### src/hw/rtl/lel_pkg.sv
`default_nettype none
// ----------------------------------------------------------------------------
// lel_pkg: shared types and constants of the lower envelope line tree
// Field widths, node store entry layout, sequencer states and evaluation
// point codes.
// ----------------------------------------------------------------------------
package lel_pkg;

	localparam int SLOPE_W    = 25;
	localparam int ICPT_W     = 41;
	localparam int POINT_W    = 10;
	localparam int MIN_W      = 42;
	localparam int X_BITS_DEF = 10;

	// Difference line (new minus stored) operand widths
	localparam int DK_W = SLOPE_W + 1;
	localparam int DC_W = ICPT_W + 1;

	typedef struct packed {
		logic              valid;
		logic [SLOPE_W-1:0] slope;
		logic [ICPT_W-1:0]  intercept;
	} lel_node_t;

	typedef enum logic [3:0] {
		S_CLEAR,
		S_IDLE,
		S_RD,
		S_CHK,
		S_EVAL,
		S_EWAIT,
		S_DEC,
		S_QWAIT,
		S_QNEXT,
		S_DONE
	} lel_state_t;

	typedef enum logic [1:0] {
		PT_MID,
		PT_LO,
		PT_HI
	} lel_pt_t;

	typedef enum logic {
		KIND_INSERT,
		KIND_QUERY
	} lel_kind_t;

endpackage
`default_nettype wire

### src/hw/rtl/lel_mac.sv
`default_nettype none
// ----------------------------------------------------------------------------
// lel_mac: shared multiply-add unit
// Computes a*b + c in two registered steps: multiply, then add.
// ----------------------------------------------------------------------------
module lel_mac import lel_pkg::*; #(
	parameter int X_BITS = X_BITS_DEF
) (
	input  wire logic                     clk,
	input  wire logic                     arst_n,
	input  wire logic                     go,
	input  wire logic signed [DK_W-1:0]   a,
	input  wire logic signed [X_BITS-1:0] b,
	input  wire logic signed [DC_W-1:0]   c,
	output logic                          done,
	output logic signed [((DK_W + X_BITS > DC_W) ? DK_W + X_BITS : DC_W):0] sum
);

	localparam int PW = DK_W + X_BITS;
	localparam int SW = ((PW > DC_W) ? PW : DC_W) + 1;

	logic signed [PW-1:0]   prod_s1;
	logic signed [DC_W-1:0] c_s1;
	logic                   vld_s1;
	logic signed [SW-1:0]   sum_s2;
	logic                   vld_s2;

	always_ff @(posedge clk or negedge arst_n) begin
		if (!arst_n) begin
			vld_s1 <= 1'b0;
			vld_s2 <= 1'b0;
		end else begin
			vld_s1 <= go;
			vld_s2 <= vld_s1;
		end
	end

	always_ff @(posedge clk) begin
		if (go) begin
			prod_s1 <= PW'(a) * PW'(b);
			c_s1    <= c;
		end
		if (vld_s1) begin
			sum_s2 <= SW'(prod_s1) + SW'(c_s1);
		end
	end

	assign done = vld_s2;
	assign sum  = sum_s2;

endmodule
`default_nettype wire

### config.mk
export PLATFORM = sky130hd
export DESIGN_NAME = lel_mac
export DESIGN_NICKNAME = d
export VERILOG_FILES = /design/src/hw/rtl/lel_pkg.sv /design/src/hw/rtl/lel_mac.sv
export SDC_FILE = /design/constraint.sdc
export NUM_CORES = 1
export LEC_CHECK = 0
export BUFFER_PORTS_ARGS = -buffer_cell sky130_fd_sc_hd__buf_2
export CORE_MARGIN = 2
export CORE_UTILIZATION = 48
export CTS_BUF_LIST = sky130_fd_sc_hd__clkbuf_4 sky130_fd_sc_hd__clkbuf_8 sky130_fd_sc_hd__clkbuf_16
export DETAILED_ROUTE_END_ITERATION = 8
export HOLD_SLACK_MARGIN = 0.02
export PLACE_DENSITY = 0.75
export SLEW_MARGIN = 20
export SYNTH_ARGS = -nofsm -noshare
export SYNTH_HDL_FRONTEND = slang
export SYNTH_SLANG_ARGS = --single-unit
### constraint.sdc
create_clock -name clk -period 8.5 [get_ports clk]
set_clock_uncertainty 0.15 [all_clocks]
set_input_delay 0.425 -clock clk [delete_from_list [all_inputs] [get_ports clk]]
set_output_delay 0.425 -clock clk [all_outputs]
set_load 0.005 [all_outputs]
==> metrics.md, run 1 <==
| Metric | Value |
|---|---|
| Status | `complete, no violations` |
| Pre-CTS WS | `2.11 ns` |
| Max stage delay on crit path | `~0.56 ns` |
| Pwr per Cell Area | `between 400 and 500 nW/um^2` |
| Maximum vdd drop | `between 0.2 and 0.25 mV` |
| Count of input and output buffers | `124` |
| Synth cell types | `59` |
| Seq. cell area | `around 3700 um^2` |
| Synth Warn # | `0` |
| CTS tree | `yes` |
| Count leader, synth | `inv_1` |
| TritonCTS Buffers | `17` |
| Max Cap Violations | `0` |
| Crit share post-route | `0.704` |
| CP Cell Sequence | `buf_2, nand2_1, fa_1, inv_1, fa_1, fa_1, fa_1, inv_1, fa_1, inv_1, ha_1, o21ai_0, a21oi_1, o41ai_2, o41ai_2, a21oi_2, o41ai_1, o41ai_1, xnor2_1` |
| Post-CTS sizing | `0` |
| Die H | `roughly 180 um` |
| Worst-margin pin slew | `a little under 1 ns` |
| TritonCTS Sinks | `123` |
| Hold path cells | `1` |
| TNS Setup | `0 ns` |
| Endpoints failing setup | `0` |
| R2r startpoint | `prod_s1[1]` |
| Grt total ovfl | `0` |
| Area occupied by multi-input gates | `9990 um^2` |
| Clock Path Buffers | `2` |
| CP Capture Type | `flop` |
| Fin nets | `2031` |
| CP Depth | `19` |
| First-pass GRT wire length | `between 50000 and 60000 um` |
| DIE WIDTH | `180 um` |
| Static leakage | `7.84 nW` |
| Via Count | `10600` |
| Final instance area | `16600 um^2` |
| Worst path slowest cell | `fa_1` |
| RSZ-0062 raised after global routing | `false` |
| Area leader, netlist | `fa_1` |
| Placed inst area | `around 16000 um^2` |
| Postcts setup bufs | `0` |
| Post-synth top flop | `edfxtp_1` |
| Inserted Diodes | `0` |
| Number of routed nets with antenna violations | `0` |
| Initial antenna violation count | `0` |
| Vias/cell | `5.27` |
| WP buf/inv | `4` |
| Filler instances | `around 2700` |
| Drt first-iter violations | `797` |
| Synth top cells by count | `261 x inv_1, 220 x fa_1, 189 x nand2_1, 123 x ha_1, 121 x edfxtp_1` |
| Clk Tree Root Cell | `clkbuf_16` |
| Starting density of the core | `0.487` |
| Clock latency on the worst-skew pair | `0.42 ns` |
| Largest net degree at the start of global routing | `80` |
| Area fraction of the dominant cell type after synthesis | `0.296` |
| DIE AREA | `32400 um^2` |
| Post-Syn Area | `around 15000 um^2` |
| Drt first pass iters | `5` |
| Required time worst endpoint | `8.50 ns` |
| HPWL Detailed | `25700 um` |
| Share of cells above drive strength 1 | `0.104` |
| Rel. slew slack | `0.337` |
| Core ar. | `30600 um^2` |
| Critical path's top delay family | `adder cells` |
| Post-synth net total | `1921` |
| Post-Route WL | `around 32000 um` |
| Post-CTS Hold Buffers | `27` |
| Mapped Cells | `~1500` |
| Placer Congestion | `approximately 0.9` |
| Crit path from | `b[1]` |
| Number of synthesized flops with an enable pin | `between 100 and 150` |
| Syn avg cell area | `9.95 um^2` |
| H-tree levels | `4` |
| Hold Path Class | `primary input to flop` |
| Min Tclk post-route | `5.99 ns` |
| Final slew viol count | `0` |
| CP Launch Type | `primary input` |
| Site row count | `between 60 and 70` |
| Ports | `125` |
| Register area share after synthesis | `0.247` |
| Most frequent CP cell | `fa_1` |
| Tot GR Track Use | `0.206` |
| Synth top area cells | `fa_1 30%, edfxtp_1 24%, ha_1 10%, inv_1 6.6%, nand2_1 4.8%` |
| Crit path max fanout | `26` |
| Clk slew on worst S/H paths | `0.06 ns` |
| CP Class | `primary input to flop` |
| DR WL/cell | `16.0 um` |
| Reg2Reg Depth | `9` |
| Final hold viol count | `0` |
| Final worst setup slack | `2.51 ns` |
| Seq cells post-synth | `between 100 and 150` |
| Async SR Flop Fraction | `0.0163` |
| Total power | `approximately 6.9 mW` |
| Number of global-route vias before repair | `11100` |
| Post-route DRC | `0` |
| Worst hold start | `c[26]` |
| CP arrival | `about 6 ns` |
| Synthesis-to-finish area growth | `11.5%` |
| Fmax | `167 MHz` |
-- per-layer routing --
layer | track usage | share of wire | up-vias
met1 | 0.288 | 0.46 | 5111
met5 | 0 | 0 | -
li1 | - | - | 5058
met3 | 0.0378 | 0.069 | 58
met2 | 0.326 | 0.45 | 389
met4 | 0.0690 | 0.025 | 0
-- power breakdown --
part           internal (mW)  switching, mW
logic                   2.16           2.85
registers               1.15         0.0731
clock network          0.404          0.262
total                   3.71           3.18
-- sequential cells by signal, summed over array words and instances, names as in the netlist --
register,cells
c_s1,42
done,1
sum,43
vld_s1,1
prod_s1,36
-- cell type report --
class | instances | share of cell area
well taps | 396 | 0.0298
multi-input cells | 1053 | 0.602
clock buffers | 18 | 0.0261
flip-flops and latches | 123 | 0.222
repair buffers | 151 | 0.0538
inverters | 261 | 0.0590
clock inverters | 14 | 0.00739
-- per-stage QoR --
stage	hold WS, ns	util	instances
global placement	0.0618	0.516	1957
detailed placement	0.0670	0.516	1957
global route	0.0291	0.543	2016
finish	0.0374	0.543	2016
CTS	0.0215	0.543	2016
floorplan	-0.0206	-	1497
-- cells by family after synthesis --
logic type      synth area share
compound gates             0.100
flops                      0.247
simple gates               0.130
xor+xnor                  0.0418
buf+inv                   0.0813
fa+ha+maj                  0.399
-- worst paths after layout --
check,end,slack (ns)
max reg2reg,sum[33],4.95
min in group asynchronous,done,0.16
max in group asynchronous,vld_s1,7.92
min reg2reg,sum[0],0.42
max,prod_s1[29],2.51
min,c_s1[26],0.04
-- placed cells by master (no fill, tap or decap), drive strengths merged, types with 3 or more instances in the layout --
cell and n:
inv 264, fa 220, nand2 189, buf 124
ha 123, edfxtp 121, and2 94, a21oi 74
nor2 62, xnor2 56, o21ai 37, a21o 36
dlygate4sd3 27, clkbuf 18, xor2 15, nand3 13
o21bai 11, nand2b 10, a31oi 10, a211oi 10
nor2b 9, o21a 9, nor3 9, nand4 9
clkinv 7, and3 6, o211ai 5, or2 5
o41ai 5, o31a 4, a221oi 3, o31ai 3
clkinvlp 3
No activity file was read; power rests on OpenSTA's default activity.
==> run 2: changes to the inputs <==
--- a/config.mk
+++ b/config.mk
@@ -5,6 +5,7 @@
 export SDC_FILE = /design/constraint.sdc
 export NUM_CORES = 1
 export LEC_CHECK = 0
+export ABC_AREA = 1
 export BUFFER_PORTS_ARGS = -buffer_cell sky130_fd_sc_hd__buf_2
 export CORE_MARGIN = 2
 export CORE_UTILIZATION = 48
==> constraint.sdc (replaced) <==
create_clock -name clk -period 5.6 [get_ports clk]
set_clock_uncertainty 0.15 [all_clocks]
set_input_delay 0.28 -clock clk [delete_from_list [all_inputs] [get_ports clk]]
set_output_delay 0.28 -clock clk [all_outputs]
set_load 0.005 [all_outputs]
==> run 2 against run 1 <==
Global-route usage increased by 3.6 points. Synthesized cell count increased by 52%. Core utilization about the same. Worst setup slack got worse by 2.0 ns. Clock-buffer cell count increased by 2. Via count increased by 34%. Sequential share of layout area decreased by 3.0 points. First-iteration DRC count decreased by 19%. Critical endpoint is now prod_s1[34]. Largest power group unchanged. Highest routed layer unchanged.
==> metrics.md, run 2 <==
| Metric | Value |
|---|---|
| Final instance area | `19200 um^2` |
| Worst Hold End | `prod_s1[0]` |
| Final hold viol count | `0` |
| Clk Tree Root Cell | `clkbuf_16` |
| Initial antenna violation count | `0` |
| Count leader, synth | `nand2_1` |
| Reg2Reg Depth | `13` |
| H-tree levels | `4` |
| Placer Congestion | `~0.92` |
| CP Launch Type | `primary input` |
| Hold Path Class | `primary input to flop` |
| Switch Pwr | `about 6.5 mW` |
| Sw frac | `0.537` |
| Clk slew on worst S/H paths | `0.05 ns` |
| Ports | `125` |
| Final slew viol count | `0` |
| Number of global-route vias before repair | `14800` |
| Min Tclk post-route | `5.09 ns` |
| Worst-margin pin slew | `0.951 ns` |
| Post-CTS sizing | `0` |
| TritonCTS Sinks | `123` |
| Max stage delay on crit path | `approximately 0.64 ns` |
| RR Endpoint | `sum[32]` |
| CTS tree | `yes` |
| Filler instances | `3371` |
| Flop pwr share | `0.152` |
| Synth top cells by count | `770 x nand2_1, 574 x inv_1, 220 x fa_1, 123 x ha_1, 123 x nor2_1` |
| Total power | `12.2 mW` |
| Status | `complete, no violations` |
| TritonCTS Buffers | `17` |
| Drt first-iter violations | `645` |
| Starting density of the core | `0.485` |
| Drt first pass iters | `8` |
| Synth top area cells | `fa_1 26%, edfxtp_1 21%, nand2_1 17%, inv_1 13%, ha_1 9.0%` |
| Syn avg cell area | `between 7 and 8 um^2` |
| Post-synth top flop | `edfxtp_1` |
| Clock power frac | `0.087` |
| Worst path slowest cell | `fa_1` |
| Max reg flops | `43` |
| Vias/cell | `approximately 4.9` |
| CP Class | `primary input to flop` |
| TNS Setup | `0 ns` |
| CP Cell Sequence | `buf_2, nand2_1, inv_1, fa_1, fa_1, inv_1, fa_1, inv_1, fa_1, inv_1, fa_1, inv_1, ha_1, nand2_1, nor2_1, nand2_1, nor3_1, nand2_2, nand3_1, nand2_1` |
| DR WL/cell | `between 10 and 15 um` |
| Pwr per Cell Area | `632 nW/um^2` |
| Number of routed nets with antenna violations | `0` |
| Synth Warn # | `0` |
| Largest net degree at the start of global routing | `69` |
| DIE WIDTH | `193 um` |
| Register area share after synthesis | `0.215` |
| Number of synthesized flops with an enable pin | `between 100 and 150` |
| Grt total ovfl | `0` |
| Design internal power | `about 5.6 mW` |
| GR Util met1 | `0.294` |
| Final hold slack | `0.176 ns` |
| Post-Route WL | `42700 um` |
| R2r startpoint | `c_s1[0]` |
| Routing usage on met2 | `0.444` |
| Crit share post-route | `0.909` |
| Area fraction of the dominant cell type after synthesis | `0.257` |
| HPWL Detailed | `36500 um` |
| Hold path cells | `3` |
| Rel. slew slack | `0.366` |
| Tot GR Track Use | `0.242` |
| Share of cells above drive strength 1 | `0.0933` |
| First-pass GRT wire length | `70400 um` |
| Combinational share of power | `0.762` |
| Clock Path Buffers | `2` |
| DIE AREA | `37300 um^2` |
| Core ar. | `35400 um^2` |
| Mapped Cells | `between 2000 and 2500` |
| Reg2reg setup slack | `between 2 and 3 ns` |
| Endpoints failing setup | `0` |
| Placed inst area | `between 15000 and 20000 um^2` |
| Via Count | `14200` |
| Synthesis-to-finish area growth | `12.1%` |
| CP arrival | `5.12 ns` |
| Synth cell types | `36` |
| Fin nets | `2845` |
| Crit path max fanout | `26` |
| Required time worst endpoint | `5.63 ns` |
| Site row count | `between 60 and 70` |
| Crit path from | `b[1]` |
| Inserted Diodes | `0` |
| Clock latency on the worst-skew pair | `between 0.4 and 0.5 ns` |
| Static leakage | `10.9 nW` |
| Max Cap Violations | `0` |
| Post-route DRC | `0` |
| Most common library cell in the layout ignoring fill and taps | `nand2_1` |
| Maximum vdd drop | `0.396 mV` |
| Post-Syn Area | `about 17000 um^2` |
| CP Capture Type | `flop` |
| Worst hold start | `a[0]` |
| Seq cells post-synth | `123` |
| Fmax | `196 MHz` |
| Gr busiest metal | `met2` |
| Leading cell types in the layout, fill and taps excluded | `770 x nand2_1, 574 x inv_1, 220 x fa_1` |
| Grt met3 use | `0.0215` |
| Async SR Flop Fraction | `0.0163` |
| Count of input and output buffers | `124` |
| Area leader, netlist | `fa_1` |
| Die H | `193 um` |
| Post-synth net total | `2705` |
| RSZ-0062 raised after global routing | `false` |
## run 2: through the flow
| step | cells | utilization | worst slack, ns |
|---|---|---|---|
| 6_report | 2895 | 0.543 | 0.510 |
| 3_5_place_dp | 2818 | 0.514 | 0.0588 |
| 2_1_floorplan | 2281 | - | 0.520 |
| 3_3_place_gp | 2818 | 0.514 | 0.139 |
| 4_1_cts | 2895 | 0.543 | 0.516 |
| 5_1_grt | 2895 | 0.543 | 0.206 |
## run 2: cell type report
type                       count  area, um^2  share of cell area
multi-input combinational   1521       11100               0.576
tap                          461         577              0.0300
inverter                     582        2180               0.114
clock buffer                  20         448              0.0233
timing repair buffer         176        1130              0.0586
clock inverter                12         125             0.00651
sequential                   123        3680               0.192
## run 2: power groups by stage
stage	clock (mW)	sequential [mW]	combinational, mW
after global routing	1.11	1.88	10.7
after detailed placement	0	1.87	9.20
after global placement	0	1.86	9.05
after floorplan	0	1.84	6.78
after CTS	1.07	1.85	9.27
final	1.05	1.84	9.26
## run 2: how the worst max path moves through the flow
| stage | cells after the start | to |
|---|---|---|
| detailed placement | 20 | prod_s1[34] |
| CTS | 20 | prod_s1[34] |
| floorplan | 24 | prod_s1[35] |
| global placement | 20 | prod_s1[34] |
| finish | 20 | prod_s1[34] |
| global route | 20 | prod_s1[34] |
## run 2: per-layer routing
| metal | part of all wire | vias up | wire (um) |
|---|---|---|---|
| li1 | - | 7000 | - |
| met1 | 0.42 | 6762 | 18000 |
| met2 | 0.51 | 369 | 21700 |
| met3 | 0.039 | 75 | 1650 |
| met4 | 0.031 | 0 | 1330 |
| met5 | 0 | - | 0 |
## run 2: cell families (layout without fill, tap and decap cells)
family,after synthesis,count (layout),share of synthesized area
buffers and inverters,637,790,0.139
flip-flops,123,123,0.215
adder cells (fa/ha/maj),343,343,0.346
AND/OR/NAND/NOR,1047,1047,0.249
AO/OA/AOI/OAI,88,88,0.0287
XOR/XNOR,43,43,0.0220
## run 2: critical path, delay by kind of cell
kind	cells	cell delay (ns)
adders and majority gates	6	2.96
buffers and inverters	6	0.84
and+or+nand+nor	8	1.00
## run 2: timing repair
item | 4_1_cts | 5_1_grt
hold buffers | 45 | 0
endpoints found under the hold margin | 45 | 0
setup buffers | 0 | 0
==> run 3: changes to the inputs <==
==> constraint.sdc (replaced) <==
create_clock -name clk -period 5.6 [get_ports clk]
set_clock_uncertainty 0.15 [all_clocks]
set_input_delay 1.68 -clock clk [delete_from_list [all_inputs] [get_ports clk]]
set_output_delay 1.68 -clock clk [all_outputs]
set_load 0.005 [all_outputs]
==> run 3 against run 2 <==
The flow now finishes with violations (negative setup slack). Final area up 13%. Wire length up 9.8%. Global-route usage up 1.4 points. First-iteration DRC count up 19%. Core utilization up 6.9 points. Clock-buffer cell count down 1. Die area unchanged. Register-to-register slack about the same. Flip-flop and latch count unchanged. Critical path type unchanged. Critical endpoint is now prod_s1[23]. Largest cell class unchanged. Highest routed layer unchanged.
==> metrics.md, run 3 (synthesis gave the netlist of run 2 again) <==
| Metric | Value |
|---|---|
| Status | `finished with violations` |
| Failing checks | `negative setup slack` |
| Crit path capture | `prod_s1[23]` |
| Crit path max fanout | `7` |
| Crit share post-route | `1.06` |
| Site row count | `69` |
| Clk slew on worst S/H paths | `0.05 ns` |
| Number of global-route vias before repair | `approximately 16000` |
| Share of cells above drive strength 1 | `0.242` |
| Drt first pass iters | `6` |
| RR Endpoint | `sum[32]` |
| RSZ-0062 raised after global routing | `true` |
| Clk Tree Root Cell | `clkbuf_16` |
| Clock latency on the worst-skew pair | `0.43 ns` |
| Starting density of the core | `0.485` |
| Final hold slack | `0.395 ns` |
| CP Class | `primary input to flop` |
| Core ar. | `between 30000 and 40000 um^2` |
| Max reg flops | `43` |
| Placer Congestion | `0.918` |
| Endpoints failing setup | `26` |
| Rel. slew slack | `0.368` |
| Post-route DRC | `0` |
| Number of routed nets with antenna violations | `0` |
| DP Cell Count | `2947` |
| TritonCTS Buffers | `17` |
| Initial antenna violation count | `0` |
| Count of input and output buffers | `124` |
| CP arrival | `5.94 ns` |
| Final worst setup slack | `-0.312 ns` |
| Largest net degree at the start of global routing | `between 40 and 50` |
| CTS tree | `yes` |
| Reg2Reg Depth | `13` |
| R2r startpoint | `prod_s1[0]` |
| Ports | `approximately 130` |
| Hold Path Class | `flop to flop` |
| Most common library cell in the layout ignoring fill and taps | `nand2_1` |
| Synthesis-to-finish area growth | `26.3%` |
| Leading cell types in the layout, fill and taps excluded | `703 x nand2_1, 544 x inv_1, 206 x fa_1, 154 x buf_4, 121 x edfxtp_1` |
| DR WL/cell | `15.6 um` |
| Hold path cells | `1` |
| Drt first-iter violations | `770` |
| Tot GR Track Use | `0.257` |
| Worst-margin pin slew | `0.948 ns` |
| Post-route insts no fill | `3009` |
| Fmax | `between 150 and 200 MHz` |
| Final slew viol count | `0` |
| Fin nets | `2960` |
| Min Tclk post-route | `5.91 ns` |
| Final hold viol count | `0` |
| Post-CTS Hold Buffers | `0` |
| HPWL Detailed | `between 30000 and 40000 um` |
| TritonCTS Sinks | `between 100 and 150` |
| Via Count | `around 15000` |
| First-pass GRT wire length | `roughly 75000 um` |
| Vias/cell | `4.94` |
| CP Launch Type | `primary input` |
| Grt total ovfl | `0` |
| Post-Route WL | `46900 um` |
| Crit path from | `b[9]` |
| Inserted Diodes | `0` |
| Max Cap Violations | `0` |
| H-tree levels | `4` |
| CP Capture Type | `flop` |
| Required time worst endpoint | `5.63 ns` |
| Reg2reg setup slack | `between 2 and 3 ns` |
| Clock Path Buffers | `2` |
| Die H | `193 um` |
| DIE WIDTH | `193 um` |
| DIE AREA | `37300 um^2` |
==> run 3: cell types whose count changed in the layout (fill, tap and decap cells not counted), moves of 25 or more <==
cell,before,now
buf_4,8,154
nand2_1,770,703
dlygate4sd3_1,45,0
nand2_2,23,65
nor2_1,123,91
inv_1,574,544
buf_2,123,94
a21oi_1,48,21
ha_1,123,96
ha_4,0,27
inv_2,5,30
==> run 3: cell type report <==
type / count / area (um^2)
fillers: 3041 / 13700
multi-input cells: 1521 / 12300
flip-flops and latches: 123 / 3680
repair buffers: 291 / 2330
inverters: 582 / 2210
well taps: 461 / 577
clock buffers: 19 / 440
clock inverters: 12 / 101
==> run 3: per-stage QoR <==
step	worst slack [ns]	setup TNS (ns)	cell area, um^2	utilization
final	-0.312	-4.85	21700	0.612
after CTS	-0.284	-2.87	21000	0.594
after global placement	-1.03	-22.52	19600	0.555
after global routing	-0.444	-8.66	21700	0.612
after floorplan	-0.459	-8.54	17900	-
after detailed placement	-1.06	-24.48	19600	0.555
==> run 3: how the worst min path moves through the flow <==
stage	slack [ns]	endpoint	from
2_1_floorplan	0.36	sum[0]	c_s1[0]
3_3_place_gp	0.38	sum[0]	c_s1[0]
3_5_place_dp	0.39	sum[0]	c_s1[0]
4_1_cts	0.40	sum[0]	c_s1[0]
5_1_grt	0.40	sum[0]	c_s1[0]
6_report	0.40	sum[0]	c_s1[0]
==> run 3: what timing repair did <==
| item | in CTS | in global routing |
|---|---|---|
| pin swaps | 26 | 60 |
| endpoints found under the hold margin | 0 | 0 |
| setup buffers | 11 | 14 |
| gates cloned | 4 | 3 |
| setup endpoints to repair | 28 | 28 |
| gates resized for setup | 175 | 134 |
==> run 3: worst max-delay path, cell delays in order <==
cell and delay [ns]:
buf_12 0.12, inv_16 0.08, buf_12 0.15, nor2_2 0.05, fa_1 0.48, fa_1 0.56, fa_1 0.43, fa_1 0.49
inv_1 0.05, fa_1 0.47, inv_1 0.06, ha_4 0.29, nand2_2 0.06, buf_4 0.15, nor2_4 0.14, inv_4 0.06
nor3_4 0.12, nand2_1 0.08, nand2_2 0.13, nand2_2 0.08, nand3_1 0.09, nand2_2 0.08
==> run 3: per-layer routing <==
layer  GRT usage  vias to the layer above  share of wire
met5           0                        -              0
met4       0.112                        0          0.043
met3      0.0358                      124          0.053
met2       0.469                      478           0.51
met1       0.300                     7024           0.39
li1            -                     7225              -
Power of run 3 is not shown: default switching activity piles up to over one toggle a cycle in this logic, so the estimate is an artifact.
